<file path="src/design/mld_pkg.sv">
// mld_pkg: constants, codes, types and decode helpers for the motor / led
// command deframer. No dependencies; used by the core and the testbench.
package mld_pkg;

  // frame store geometry
  localparam int FRAME_BYTES = 16;
  localparam int POS_W       = $clog2(FRAME_BYTES + 1);

  // frame positions that the decode looks at
  localparam int DEC_N = 7;
  localparam int IDX_CMD   = 0;
  localparam int IDX_DIR_L = 1;
  localparam int IDX_DIR_R = 2;
  localparam int IDX_DL_HI = 3;
  localparam int IDX_DL_LO = 4;
  localparam int IDX_DR_HI = 5;
  localparam int IDX_DR_LO = 6;

  // characters
  localparam logic [7:0] CH_NUL   = 8'h00;
  localparam logic [7:0] CH_OPEN  = 8'h3A;
  localparam logic [7:0] CH_CLOSE = 8'h3B;
  localparam logic [7:0] CH_ZERO  = 8'h30;
  localparam logic [7:0] CH_ONE   = 8'h31;
  localparam logic [7:0] CH_TWO   = 8'h32;
  localparam logic [7:0] CH_FOUR  = 8'h34;
  localparam logic [7:0] CH_NINE  = 8'h39;

  // frame kind codes
  localparam logic [1:0] KIND_MOTOR = 2'd0;
  localparam logic [1:0] KIND_LED   = 2'd1;
  localparam logic [1:0] KIND_OTHER = 2'd2;

  // led pins after reset: back on, front off
  localparam logic [5:0] LED_RESET = 6'h30;

  // one result transaction
  typedef struct packed {
    logic [1:0] frame_kind;
    logic       left_fwd;
    logic       left_rev;
    logic       right_fwd;
    logic       right_rev;
    logic [6:0] pwm_left;
    logic [6:0] pwm_right;
    logic [3:0] front_leds;
    logic [1:0] back_leds;
  } res_t;

  // direction decode: {update, rev, fwd}
  typedef struct packed {
    logic       upd;
    logic [1:0] pins;
  } dir_t;

  // frame position held in each decode slot
  function automatic logic [POS_W-1:0] dec_pos(input int idx);
    logic [POS_W-1:0] p;
    case (idx)
      IDX_CMD:   p = POS_W'(1);
      IDX_DIR_L: p = POS_W'(3);
      IDX_DIR_R: p = POS_W'(5);
      IDX_DL_HI: p = POS_W'(7);
      IDX_DL_LO: p = POS_W'(8);
      IDX_DR_HI: p = POS_W'(10);
      IDX_DR_LO: p = POS_W'(11);
      default:   p = '0;
    endcase
    return p;
  endfunction

  function automatic logic is_digit(input logic [7:0] c);
    return (c >= CH_ZERO) && (c <= CH_NINE);
  endfunction

  // two decimal digits, a non-digit ends the number
  function automatic logic [6:0] two_digit(input logic [7:0] hi, input logic [7:0] lo);
    logic [7:0] dh;
    logic [7:0] dl;
    logic [6:0] v;
    dh = hi - CH_ZERO;
    dl = lo - CH_ZERO;
    v  = 7'd0;
    if (is_digit(hi)) begin
      v = dh[6:0];
      if (is_digit(lo)) begin
        v = (dh[6:0] << 3) + (dh[6:0] << 1) + dl[6:0];
      end
    end
    return v;
  endfunction

  function automatic dir_t dir_decode(input logic [7:0] c);
    dir_t d;
    d = '{upd: 1'b1, pins: 2'b00};
    unique case (c)
      CH_ONE:  d.pins = 2'b01;
      CH_ZERO: d.pins = 2'b10;
      CH_TWO:  d.pins = 2'b00;
      default: d.upd  = 1'b0;
    endcase
    return d;
  endfunction

  // led level digit to {back, front}
  function automatic logic [5:0] led_decode(input logic [7:0] c);
    logic [7:0] lvl;
    logic [3:0] front;
    logic [1:0] back;
    lvl   = c - CH_ZERO;
    front = 4'((5'd1 << lvl[2:0]) - 5'd1);
    back  = (lvl[2:0] != 3'd0) ? 2'b11 : 2'b00;
    return {back, front};
  endfunction

endpackage

</file>
<file path="src/design/mld_ifs.sv">
// mld_ifs: valid/ready channels for received bytes and decoded results.
// No dependencies; all widths are fixed here.
interface mld_byte_if;
  logic       valid;
  logic       ready;
  logic [7:0] rx_byte;
  modport source (output valid, output rx_byte, input ready);
  modport sink   (input valid, input rx_byte, output ready);
endinterface

interface mld_res_if;
  logic       valid;
  logic       ready;
  logic [1:0] frame_kind;
  logic       left_fwd;
  logic       left_rev;
  logic       right_fwd;
  logic       right_rev;
  logic [6:0] pwm_left;
  logic [6:0] pwm_right;
  logic [3:0] front_leds;
  logic [1:0] back_leds;
  modport source (output valid, output frame_kind, output left_fwd, output left_rev,
                  output right_fwd, output right_rev, output pwm_left,
                  output pwm_right, output front_leds, output back_leds,
                  input ready);
  modport sink   (input valid, input frame_kind, input left_fwd, input left_rev,
                  input right_fwd, input right_rev, input pwm_left,
                  input pwm_right, input front_leds, input back_leds,
                  output ready);
endinterface

</file>
<file path="src/design/motor_led_command_deframer_core.sv">
// motor_led_command_deframer_core: frames received bytes and decodes motor
// and led commands. Depends on mld_pkg and the channels in mld_ifs.
//
//  channel  | dir | payload                               | transaction
//  ---------+-----+---------------------------------------+--------------------
//  in_rx    | in  | rx_byte                               | one received byte
//  out_res  | out | kind, motor pins, duties, leds        | one per ';' byte
//
// One byte is taken every cycle unless the input stalls; a ';' passes the
// input register and is decoded combinationally into the result register.
// Reset (rst_n low, synchronous) closes any frame, clears the frame store,
// motor pins and duties, and lights the back leds only.
// A waiting result stalls the input only when the byte in the input register
// is another ';'; all other bytes keep flowing.
module motor_led_command_deframer_core (
  input  logic            clk,
  input  logic            rst_n,
  mld_byte_if.sink        in_rx,
  mld_res_if.source       out_res
);

  // input register
  logic       s1_valid_r;
  logic [7:0] s1_byte_r;
  logic       adv;
  logic       s1_close;

  // deframer state
  logic                    in_frame_r, in_frame_nxt;
  logic [mld_pkg::POS_W-1:0] wpos_r, wpos_nxt;
  logic [7:0]              dec_r   [mld_pkg::DEC_N];
  logic [7:0]              dec_nxt [mld_pkg::DEC_N];
  logic [7:0]              eff     [mld_pkg::DEC_N];
  logic [3:0]              dir_r, dir_nxt;
  logic [6:0]              duty_l_r, duty_l_nxt;
  logic [6:0]              duty_rt_r, duty_rt_nxt;
  logic [5:0]              led_r, led_nxt;
  logic [1:0]              kind;
  logic                    do_store;
  logic                    open_now;
  mld_pkg::dir_t           dl, dr;

  // result register
  logic          out_valid_r;
  mld_pkg::res_t res_r, res_nxt;

  assign s1_close    = (s1_byte_r == mld_pkg::CH_CLOSE);
  assign adv         = s1_valid_r && (!out_valid_r || out_res.ready || !s1_close);
  assign in_rx.ready = !s1_valid_r || adv;

  // input register
  always_ff @(posedge clk) begin
    if (!rst_n) begin
      s1_valid_r <= 1'b0;
    end else if (in_rx.ready) begin
      s1_valid_r <= in_rx.valid;
    end
    if (in_rx.ready && in_rx.valid) begin
      s1_byte_r <= in_rx.rx_byte;
    end
  end

  // store decision and view of the frame with the current byte written in
  assign open_now = in_frame_r || (s1_byte_r == mld_pkg::CH_OPEN);
  assign do_store = adv && (s1_byte_r != mld_pkg::CH_NUL) && (open_now || s1_close)
                    && (wpos_r < mld_pkg::POS_W'(mld_pkg::FRAME_BYTES));

  always_comb begin
    for (int i = 0; i < mld_pkg::DEC_N; i++) begin
      eff[i] = (do_store && (wpos_r == mld_pkg::dec_pos(i)))
               ? s1_byte_r : dec_r[i];
    end
  end

  assign dl = mld_pkg::dir_decode(eff[mld_pkg::IDX_DIR_L]);
  assign dr = mld_pkg::dir_decode(eff[mld_pkg::IDX_DIR_R]);

  // next state and decode
  always_comb begin
    in_frame_nxt = in_frame_r;
    wpos_nxt     = wpos_r;
    dec_nxt      = dec_r;
    dir_nxt      = dir_r;
    duty_l_nxt   = duty_l_r;
    duty_rt_nxt  = duty_rt_r;
    led_nxt      = led_r;
    kind         = mld_pkg::KIND_OTHER;

    if (adv && (s1_byte_r != mld_pkg::CH_NUL)) begin
      if (s1_byte_r == mld_pkg::CH_OPEN) begin
        in_frame_nxt = 1'b1;
      end
      if (do_store) begin
        wpos_nxt = wpos_r + mld_pkg::POS_W'(1);
        dec_nxt  = eff;
      end
      if (s1_close) begin
        // decode the closed frame, then empty the store
        if (eff[mld_pkg::IDX_CMD] == mld_pkg::CH_ZERO) begin
          kind = mld_pkg::KIND_MOTOR;
          if (dl.upd) dir_nxt[1:0] = dl.pins;
          if (dr.upd) dir_nxt[3:2] = dr.pins;
          duty_l_nxt  = mld_pkg::two_digit(eff[mld_pkg::IDX_DL_HI], eff[mld_pkg::IDX_DL_LO]);
          duty_rt_nxt = mld_pkg::two_digit(eff[mld_pkg::IDX_DR_HI], eff[mld_pkg::IDX_DR_LO]);
        end else if (eff[mld_pkg::IDX_CMD] == mld_pkg::CH_ONE) begin
          kind = mld_pkg::KIND_LED;
          if ((eff[mld_pkg::IDX_DIR_L] >= mld_pkg::CH_ZERO) &&
              (eff[mld_pkg::IDX_DIR_L] <= mld_pkg::CH_FOUR)) begin
            led_nxt = mld_pkg::led_decode(eff[mld_pkg::IDX_DIR_L]);
          end
        end
        in_frame_nxt = 1'b0;
        wpos_nxt     = '0;
        for (int i = 0; i < mld_pkg::DEC_N; i++) begin
          dec_nxt[i] = 8'h00;
        end
      end
    end

    res_nxt.frame_kind = kind;
    res_nxt.left_fwd   = dir_nxt[0];
    res_nxt.left_rev   = dir_nxt[1];
    res_nxt.right_fwd  = dir_nxt[2];
    res_nxt.right_rev  = dir_nxt[3];
    res_nxt.pwm_left   = duty_l_nxt;
    res_nxt.pwm_right  = duty_rt_nxt;
    res_nxt.front_leds = led_nxt[3:0];
    res_nxt.back_leds  = led_nxt[5:4];
  end

  // state registers
  always_ff @(posedge clk) begin
    if (!rst_n) begin
      in_frame_r <= 1'b0;
      wpos_r     <= '0;
      dir_r      <= 4'h0;
      duty_l_r   <= 7'd0;
      duty_rt_r  <= 7'd0;
      led_r      <= mld_pkg::LED_RESET;
      for (int i = 0; i < mld_pkg::DEC_N; i++) begin
        dec_r[i] <= 8'h00;
      end
    end else begin
      in_frame_r <= in_frame_nxt;
      wpos_r     <= wpos_nxt;
      dir_r      <= dir_nxt;
      duty_l_r   <= duty_l_nxt;
      duty_rt_r  <= duty_rt_nxt;
      led_r      <= led_nxt;
      dec_r      <= dec_nxt;
    end
  end

  // result register
  always_ff @(posedge clk) begin
    if (!rst_n) begin
      out_valid_r <= 1'b0;
    end else begin
      out_valid_r <= (out_valid_r && !out_res.ready) || (adv && s1_close);
    end
    if (adv && s1_close) begin
      res_r <= res_nxt;
    end
  end

  assign out_res.valid      = out_valid_r;
  assign out_res.frame_kind = res_r.frame_kind;
  assign out_res.left_fwd   = res_r.left_fwd;
  assign out_res.left_rev   = res_r.left_rev;
  assign out_res.right_fwd  = res_r.right_fwd;
  assign out_res.right_rev  = res_r.right_rev;
  assign out_res.pwm_left   = res_r.pwm_left;
  assign out_res.pwm_right  = res_r.pwm_right;
  assign out_res.front_leds = res_r.front_leds;
  assign out_res.back_leds  = res_r.back_leds;

  // checks
  a_wpos_bound: assert property (@(posedge clk) disable iff (!rst_n)
    wpos_r <= mld_pkg::POS_W'(mld_pkg::FRAME_BYTES))
    else $error("write position past frame end");

  a_close_result: assert property (@(posedge clk) disable iff (!rst_n)
    (adv && s1_close) |=> out_valid_r)
    else $error("closed frame gave no result");

  a_close_resets: assert property (@(posedge clk) disable iff (!rst_n)
    (adv && s1_close) |=> (wpos_r == '0 && !in_frame_r))
    else $error("frame not emptied after close");

  a_back_pair: assert property (@(posedge clk) disable iff (!rst_n)
    led_r[5] == led_r[4])
    else $error("back leds out of step");

endmodule

</file>
<file path="src/flat_wrapper.sv">
// flat-port wrapper written by rule: the top's interface ports become plain ports
module motor_led_command_deframer_core_flat 
  (clk, rst_n, in_rx_valid, in_rx_rx_byte, in_rx_ready, out_res_valid, out_res_frame_kind, out_res_left_fwd, out_res_left_rev, out_res_right_fwd, out_res_right_rev, out_res_pwm_left, out_res_pwm_right, out_res_front_leds, out_res_back_leds, out_res_ready);
  mld_byte_if in_rx_i ();
  mld_res_if out_res_i ();
  input  logic clk;
  input  logic rst_n;
  input wire logic [$bits(in_rx_i.valid)-1:0] in_rx_valid;
  input wire logic [$bits(in_rx_i.rx_byte)-1:0] in_rx_rx_byte;
  output wire logic [$bits(in_rx_i.ready)-1:0] in_rx_ready;
  output wire logic [$bits(out_res_i.valid)-1:0] out_res_valid;
  output wire logic [$bits(out_res_i.frame_kind)-1:0] out_res_frame_kind;
  output wire logic [$bits(out_res_i.left_fwd)-1:0] out_res_left_fwd;
  output wire logic [$bits(out_res_i.left_rev)-1:0] out_res_left_rev;
  output wire logic [$bits(out_res_i.right_fwd)-1:0] out_res_right_fwd;
  output wire logic [$bits(out_res_i.right_rev)-1:0] out_res_right_rev;
  output wire logic [$bits(out_res_i.pwm_left)-1:0] out_res_pwm_left;
  output wire logic [$bits(out_res_i.pwm_right)-1:0] out_res_pwm_right;
  output wire logic [$bits(out_res_i.front_leds)-1:0] out_res_front_leds;
  output wire logic [$bits(out_res_i.back_leds)-1:0] out_res_back_leds;
  input wire logic [$bits(out_res_i.ready)-1:0] out_res_ready;
  assign in_rx_i.valid = in_rx_valid;
  assign in_rx_i.rx_byte = in_rx_rx_byte;
  assign in_rx_ready = in_rx_i.ready;
  assign out_res_valid = out_res_i.valid;
  assign out_res_frame_kind = out_res_i.frame_kind;
  assign out_res_left_fwd = out_res_i.left_fwd;
  assign out_res_left_rev = out_res_i.left_rev;
  assign out_res_right_fwd = out_res_i.right_fwd;
  assign out_res_right_rev = out_res_i.right_rev;
  assign out_res_pwm_left = out_res_i.pwm_left;
  assign out_res_pwm_right = out_res_i.pwm_right;
  assign out_res_front_leds = out_res_i.front_leds;
  assign out_res_back_leds = out_res_i.back_leds;
  assign out_res_i.ready = out_res_ready;
  motor_led_command_deframer_core u_core (.clk(clk), .rst_n(rst_n), .in_rx(in_rx_i), .out_res(out_res_i));
endmodule
</file>
<file path="config.mk">
export PLATFORM = sky130hd
export DESIGN_NAME = motor_led_command_deframer_core_flat
export DESIGN_NICKNAME = d
export VERILOG_FILES = /design/src/design/mld_pkg.sv /design/src/design/mld_ifs.sv /design/src/design/motor_led_command_deframer_core.sv /design/src/flat_wrapper.sv
export SDC_FILE = /design/constraint.sdc
export NUM_CORES = 1
export LEC_CHECK = 0
export ABC_AREA = 1
export BUFFER_PORTS_ARGS = -buffer_cell sky130_fd_sc_hd__buf_2
export CAP_MARGIN = 20
export CELL_PAD_IN_SITES_DETAIL_PLACEMENT = 1
export CELL_PAD_IN_SITES_GLOBAL_PLACEMENT = 1
export CORE_ASPECT_RATIO = 1.25
export CORE_MARGIN = 10
export CORE_UTILIZATION = 40
export DETAILED_ROUTE_END_ITERATION = 12
export GPL_ROUTABILITY_DRIVEN = 0
export HOLD_SLACK_MARGIN = 0.12
export PLACE_DENSITY = 0.81
export SYNTH_ARGS = -nofsm -noshare
export SYNTH_HDL_FRONTEND = slang
export SYNTH_SLANG_ARGS = --single-unit
export TNS_END_PERCENT = 1
</file>
<file path="constraint.sdc">
create_clock -name clk -period 4 [get_ports clk]
set_clock_uncertainty 0.1 [all_clocks]
set_input_delay 0.6 -clock clk [delete_from_list [all_inputs] [get_ports clk]]
set_output_delay 0.6 -clock clk [all_outputs]
set_load 0.1 [all_outputs]
</file>
==> key figures, run 1 <==
Route
  • Drt total wl: 22.9 mm
  • 1st-pass router iterations: 5
  • Detail Route Antenna Nets: 0
  • Remaining DRCs: 0
  • Vias: 6870
  • DR WL/cell: approximately 17 um
  • Initial DRC Count: 401
  • Vias per cell: 5.21

STA
  • Final TNS setup: -112 ps
  • Final Setup Violations: 3
  • Max-slew violations: 0
  • Hold Violations, Final: 0
  • Relative slew margins: 36.4%
  • Max frequency: 245 MHz
  • Final Worst Setup Slack: -78.4 ps
  • Worst-margin pin slew: between 900 and 1000 ps
  • Part of the cycle the worst path needs: 102%
  • Crit path time final: a little over 4000 ps
  • Unrepaired setup endpoints after global routing: true

Floorplanning
  • CORE AREA: 16800 um2
  • DIE WIDTH: around 140 um
  • Initial core utilization: between 40% and 50%
  • Ports: 40
  • Die area: 22900 um2
  • Die Ht: 167 um
  • Rows: 53

Setup path
  • Crit path arrival time: just over 4000 ps
  • Slowest cell on crit path: fa_2
  • Critical path capture point type: flip-flop
  • Critical path type: reg2reg
  • CP max stage delay: slightly below 600 ps
  • Startpoint Class: flip-flop
  • Worst-case reg-to-reg path depth: 27
  • CP required: 4080 ps
  • Internal reg-to-reg setup slack: -80 ps
  • Top cell by count, worst path: nand2_2
  • Critical register-to-register path startpoint: u_core.s1_byte_r[6]$_DFFE_PP_
  • CP Max Fanout: 7
  • FF-to-FF End: u_core.out_res.pwm_right[6]$_DFFE_PP_

Hold path
  • Classification of the worst-slack hold path: in2reg
  • Hold endpoint: u_core.s1_byte_r[5]$_DFFE_PP_
  • Hold path cells: 1
  • Critical hold path startpoint: in_rx_rx_byte[5]

Pwr
  • Sw Pwr: 686 uW
  • Clock power frac: 51.2%
  • Comb power frac: 3.8%
  • PwrDens: 326 nW/um2
  • LEAKAGE: 0.00397 uW
  • P_int: 2160 uW
  • Sequential share of power: 45.0%
  • Peak VDD IR: 0.000210 V
  • Sw frac: around a quarter

Cells and area
  • Core Util, Final: 51.7%
  • Fillers: 2190
  • Diodes inserted: 0
  • Non-filler cells in the finished layout: 1318
  • Nets@finish: roughly 1.1k
  • Layout cell share with drive strength beyond 1: 22.3%
  • Area Overhead vs Synth: 26.6%

Placement
  • Dpl hpwl: 14.1 mm
  • Placed instance count: 1265
  • # port buffers: 39

Global route
  • Largest net degree at the start of global routing: 82
  • Total gr overflow: 0
  • Global-route wire length before repair: 36.2 mm
  • Vias in the first global route: 7288
  • Initial antenna violation count: 0
  • All-Layer GR Usage: 19.7%

Yosys
  • Post-Syn Area per Cell: 7.01 um2
  • Synthesized flop and latch total: 122
  • Mapped Nets: 1025
  • Mapped cell area: around 6900 um2
  • Synth unique cells: 33
  • Ys async rst share: 0%
  • Top-area cell type share of the netlist area: between 20% and 30%
  • EDFF count, synth: 34
  • Mux cell area share after synthesis: 0%
  • YS warnings: 0
  • Top FF cell, synth: dfxtp_1
  • Leading area contributor after synthesis: dfxtp_1
  • Post-Synthesis Cells: 981
  • Combinational family with the most area after synthesis: simple AND/OR/NAND/NOR gates
  • Ranking of synthesized cells by area: dfxtp_1, nand2_1, edfxtp_1
  • Synth Area in Simple Gates: approximately 34%
  • Adder-Cell Fraction of Synth Area: 6.48%
  • Synth Area in Compound Gates: 9.33%
  • Seq/Total Area, Yosys: around two fifths
  • Synth Area in XOR/XNOR: 1.27%

Clock tree
  • CTS buffer count: 17
  • Clk root buf: clkbuf_16
  • CTS tree: built
  • Max H-tree Level: 4
  • Max Root-Sink Buffers: 2
  • Reg clk slew, reported paths: 60 ps
  • Skew-Pair Late Insertion Delay: 430 ps
  • Clock sink count: roughly 120

Run
  • Max Cap Viol: 0

Run status
  • Outcome: complete, but fails checks
  • Failing checks: setup timing
layout by cell type (no fill, tap or decap), types with 6 or more instances in the layout:
master / Yosys / layout
clkbuf_16: 0 / 17
buf_4: 1 / 76
nand4_1: 6 / 6
nor2_2: 5 / 6
buf_2: 14 / 39
nand2_2: 4 / 20
inv_1: 103 / 97
a21oi_1: 84 / 82
nor3_1: 9 / 9
nand2_1: 386 / 365
ha_1: 26 / 17
o21ai_1: 12 / 13
nor2_1: 47 / 44
nand3_2: 7 / 13
nor2_4: 6 / 8
edfxtp_1: 34 / 34
inv_2: 7 / 12
nand3_1: 72 / 66
o21ai_0: 21 / 14
ha_4: 0 / 7
dfxtp_1: 88 / 87
area by class of cell:
type | count | area, um2 | area share [%]
clock buffers | 17 | 425 | 4.88
clock inverters | 15 | 129 | 1.48
inverters | 110 | 413 | 4.74
multi-input cells | 715 | 3860 | 44.3
flip-flops and latches | 122 | 2790 | 32.0
well taps | 220 | 275 | 3.16
repair buffers | 119 | 823 | 9.45
sequential cells by signal, summed over array words and instances (netlist names):
register / flops
u_core.dec_r: 56
u_core.s1_byte_r: 8
u_core.duty_l_r: 7
u_core.duty_rt_r: 7
u_core.out_res.pwm_left: 7
u_core.out_res.pwm_right: 7
u_core.led_r: 6
u_core.wpos_r: 5
u_core.dir_r: 4
u_core.out_res.front_leds: 4
u_core.out_res.back_leds: 2
u_core.out_res.frame_kind: 2
u_core.in_frame_r: 1
u_core.out_res.left_fwd: 1
u_core.out_res.left_rev: 1
u_core.out_res.right_fwd: 1
u_core.out_res.right_rev: 1
u_core.out_res.valid: 1
u_core.s1_valid_r: 1
metal layers:
metal	GRT usage (%)	part of all wire (%)	wire length [um]
met2	35.4	53	12100
met5	0	0	0
met3	4.27	3.8	878
met4	8.08	3.2	728
met1	21.6	40	9190
cells by family (layout without fill, tap and decap cells):
kind of cell,count (synthesis),count (layout)
simple gates,548,548
buf+inv,144,261
compound gates,125,125
flops,122,122
fa+ha+maj,32,32
xor+xnor,10,10
power groups by stage:
stage,sequential [uW],combinational (uW),clock (uW)
finish,1280,108,1460
global route,1280,112,1540
CTS,1280,99.8,1480
detailed placement,1310,90.3,0
global placement,1310,89.6,0
floorplan,1310,31.0,0
synthesized netlist by cell type, types with 9 or more instances:
cell and count:
nand2_1 386, inv_1 103, dfxtp_1 88, a21oi_1 84, nand3_1 72, nor2_1 47
edfxtp_1 34, ha_1 26, o21ai_0 21, clkbuf_1 15, buf_2 14, o21ai_1 12
nor3_1 9
through the flow:
step	power [uW]	worst slack, ps	instance area (um2)	hold slack [ps]
after floorplan	1340	-2.88	6890	324
after global placement	1390	-21.6	7640	336
after detailed placement	1400	-211	7640	341
after CTS	2850	-3.27	8530	245
after global routing	2930	-253	8710	239
final	2840	-78.4	8710	250
how the worst max path moves through the flow:
stage / from / end / depth (start not counted)
2_1_floorplan: u_core.s1_byte_r[6]$_DFFE_PP_ / u_core.out_res.pwm_left[6]$_DFFE_PP_ / 28
3_3_place_gp: out_res_ready / u_core.out_res.pwm_left[6]$_DFFE_PP_ / 25
3_5_place_dp: out_res_ready / u_core.out_res.pwm_left[6]$_DFFE_PP_ / 24
4_1_cts: u_core.s1_byte_r[2]$_DFFE_PP_ / u_core.out_res.pwm_right[6]$_DFFE_PP_ / 26
5_1_grt: u_core.s1_byte_r[6]$_DFFE_PP_ / u_core.out_res.pwm_right[6]$_DFFE_PP_ / 27
6_report: u_core.s1_byte_r[6]$_DFFE_PP_ / u_core.out_res.pwm_right[6]$_DFFE_PP_ / 27
critical path, delay by kind of cell, from the launching register on:
| family | cells | cell delay [ps] |
|---|---|---|
| compound gates | 2 | 340 |
| xor+xnor | 2 | 350 |
| fa+ha+maj | 3 | 970 |
| buf+inv | 4 | 440 |
| flops | 1 | 410 |
| simple gates | 16 | 1200 |
what timing repair did:
action                     4_1_cts  5_1_grt
gates resized for setup         43       35
setup endpoints to repair        5       12
buffers inserted                15        6
cloned                           0        0
hold buffers                     0        0
pin swaps                       22       27
Power figures use the tool's default switching activity.
==> run 2, diff against run 1 <==
CORE_MARGIN = not set   (was 10)
==> run 2 against run 1 <==
The run still ends with setup timing left. Clock-buffer cell count is 1 higher. Combinational power is 4% higher. Critical path depth decreased by 1. Critical path type unchanged. Critical endpoint unchanged. Highest routed layer unchanged.
==> key figures, run 2 (synthesized netlist as in run 1, its figures left out) <==
STA
  • Max-slew violations: 0
  • Crit path time final: approximately 4200 ps
  • Worst-margin pin slew: 786 ps
  • Final Setup Violations: 4
  • Unrepaired setup endpoints after global routing: true
  • Relative slew margins: between 40% and 50%
  • Max frequency: 239 MHz
  • Part of the cycle the worst path needs: 104%
  • Hold Violations, Final: 0
  • Final Worst Setup Slack: -177 ps
  • Hold_ws: 241 ps

Cells and area
  • Layout cell share with drive strength beyond 1: 19.9%
  • Nets@finish: roughly 1.1k
  • Area of the multi-input gates: 3790 um2
  • Non-filler cells in the finished layout: about 1.3k
  • Commonest non-fill, non-tap cell in the layout: nand2_1
  • Area Overhead vs Synth: 25.9%
  • Diodes inserted: 0
  • Fillers: 2145
  • Most frequent cells in the layout: nand2_1, inv_1, dfxtp_1
  • Max reg flops: 56
  • Largest Register: u_core.dec_r
  • Largest registers: u_core.dec_r: 56 flops, u_core.s1_byte_r: 8 flops
  • Register area: 2790 um2

Route
  • Drt total wl: approximately 23 mm
  • 1st-pass router iterations: 4
  • Detail Route Antenna Nets: 0
  • Vias: 6829
  • Vias per cell: 5.21
  • Remaining DRCs: 0
  • DR WL/cell: 17.2 um
  • Initial DRC Count: roughly 340

Floorplanning
  • CORE AREA: 16800 um2
  • Die area: 17700 um2
  • Initial core utilization: 40.8%
  • Ports: 40
  • DIE WIDTH: 119 um
  • Rows: 53
  • Die Ht: 149 um

Clock tree
  • Hold_buf cts: 0
  • CTS buffer count: 17
  • Clock sink count: 122
  • Max Root-Sink Buffers: 2
  • Reg clk slew, reported paths: approximately 60 ps
  • Clk root buf: clkbuf_16
  • Max H-tree Level: 4
  • Skew-Pair Late Insertion Delay: 430 ps
  • CTS tree: built

Run status
  • Outcome: complete, but fails checks
  • Failing checks: setup timing

Setup path
  • FF-to-FF End: u_core.out_res.pwm_right[6]$_DFFE_PP_
  • Crit path buf inv count: 3
  • Internal reg-to-reg setup slack: -180 ps
  • Critical register-to-register path startpoint: u_core.s1_byte_r[6]$_DFFE_PP_
  • Crit path arrival time: 4260 ps
  • CP required: 4080 ps
  • Startpoint Class: flip-flop
  • Worst-case reg-to-reg path depth: 26
  • CP max stage delay: between 400 and 500 ps
  • Critical path capture point type: flip-flop
  • Critical path type: reg2reg
  • CP Max Fanout: 8
  • Slowest cell on crit path: fa_1
  • Top cell by count, worst path: nand2_1
  • Top Family by Delay on Critical Path: simple AND/OR/NAND/NOR gates

Pwr
  • Sw Pwr: 663 uW
  • Clock power frac: 54.7%
  • Peak VDD IR: 0.000285 V
  • P_int: 2410 uW
  • LEAKAGE: slightly below 0.004 uW
  • Sw frac: 21.6%
  • Comb power frac: 3.6%
  • Sequential share of power: 41.7%
  • PwrDens: 354 nW/um2

Global route
  • Largest net degree at the start of global routing: between 50 and 60
  • Initial antenna violation count: 0
  • Global-route wire length before repair: 34.1 mm
  • Total gr overflow: 0
  • Vias in the first global route: about 6.9k
  • All-Layer GR Usage: 24.9%

Placement
  • Placed instance count: 1267
  • # port buffers: 39
  • Dpl hpwl: 14.2 mm

Hold path
  • Classification of the worst-slack hold path: in2reg
  • Hold endpoint: u_core.s1_byte_r[0]$_DFFE_PP_
  • Hold path cells: 1
  • Critical hold path startpoint: in_rx_rx_byte[0]

Run
  • Max Cap Viol: 0
-- run 2: cell types whose count changed in the layout (fill, tap and decap cells not counted), sizes merged --
cell / previous run / this run
buf: 119 / 113
bufinv: 1 / 5
clkinv: 10 / 7
clkinvlp: 4 / 2
clkbuf: 17 / 18
-- run 2: timing repair --
item / 4_1_cts / 5_1_grt
resized for setup: 25 / 31
pin swaps: 7 / 18
endpoints found under the setup margin: 4 / 5
setup buffers: 9 / 4
-- run 2: how the worst max path moves through the flow --
stage                             startpoint                               endpoint  depth (start not counted)
6_report       u_core.s1_byte_r[6]$_DFFE_PP_  u_core.out_res.pwm_right[6]$_DFFE_PP_                         26
3_3_place_gp                   out_res_ready   u_core.out_res.pwm_left[6]$_DFFE_PP_                         26
3_5_place_dp                   out_res_ready   u_core.out_res.pwm_left[6]$_DFFE_PP_                         26
2_1_floorplan  u_core.s1_byte_r[6]$_DFFE_PP_   u_core.out_res.pwm_left[6]$_DFFE_PP_                         28
5_1_grt        u_core.s1_byte_r[7]$_DFFE_PP_  u_core.out_res.pwm_right[6]$_DFFE_PP_                         26
4_1_cts        u_core.s1_byte_r[2]$_DFFE_PP_   u_core.out_res.pwm_left[6]$_DFFE_PP_                         28
-- run 2: power by group through the flow --
stage | logic [uW] | clock network, uW | registers (uW)
floorplan | 31.0 | 0 | 1310
global placement | 93.0 | 0 | 1310
detailed placement | 93.3 | 0 | 1310
CTS | 105 | 1690 | 1280
global route | 116 | 1750 | 1280
finish | 112 | 1680 | 1280
-- run 2: through the flow --
stage / setup TNS [ps] / util, % / power (uW) / setup WS, ps / cell area, um2
2_1_floorplan: -2.88 / - / 1340 / -2.88 / 6890
3_3_place_gp: 0 / 45.5 / 1400 / 32.6 / 7660
3_5_place_dp: -414 / 45.5 / 1400 / -189 / 7660
4_1_cts: 0 / 50.3 / 3080 / 0.798 / 8480
5_1_grt: -1400 / 51.4 / 3140 / -397 / 8660
6_report: -548 / 51.4 / 3070 / -177 / 8660
-- run 2: final cells by class --
| class | count | share of cell area (%) |
|---|---|---|
| multi-input cells | 715 | 43.7 |
| flip-flops and latches | 122 | 32.2 |
| repair buffers | 113 | 8.86 |
| clock buffers | 18 | 4.96 |
| inverters | 110 | 4.77 |
| well taps | 220 | 3.18 |
| clock inverters | 14 | 2.33 |
-- run 2: layer usage --
metal	GRT usage, %	vias to the layer above	wire [um]
met5	0	-	0
met4	13.8	0	950
met3	4.29	69	766
met2	45.0	140	11900
met1	27.5	3301	8990
li1	-	3319	-
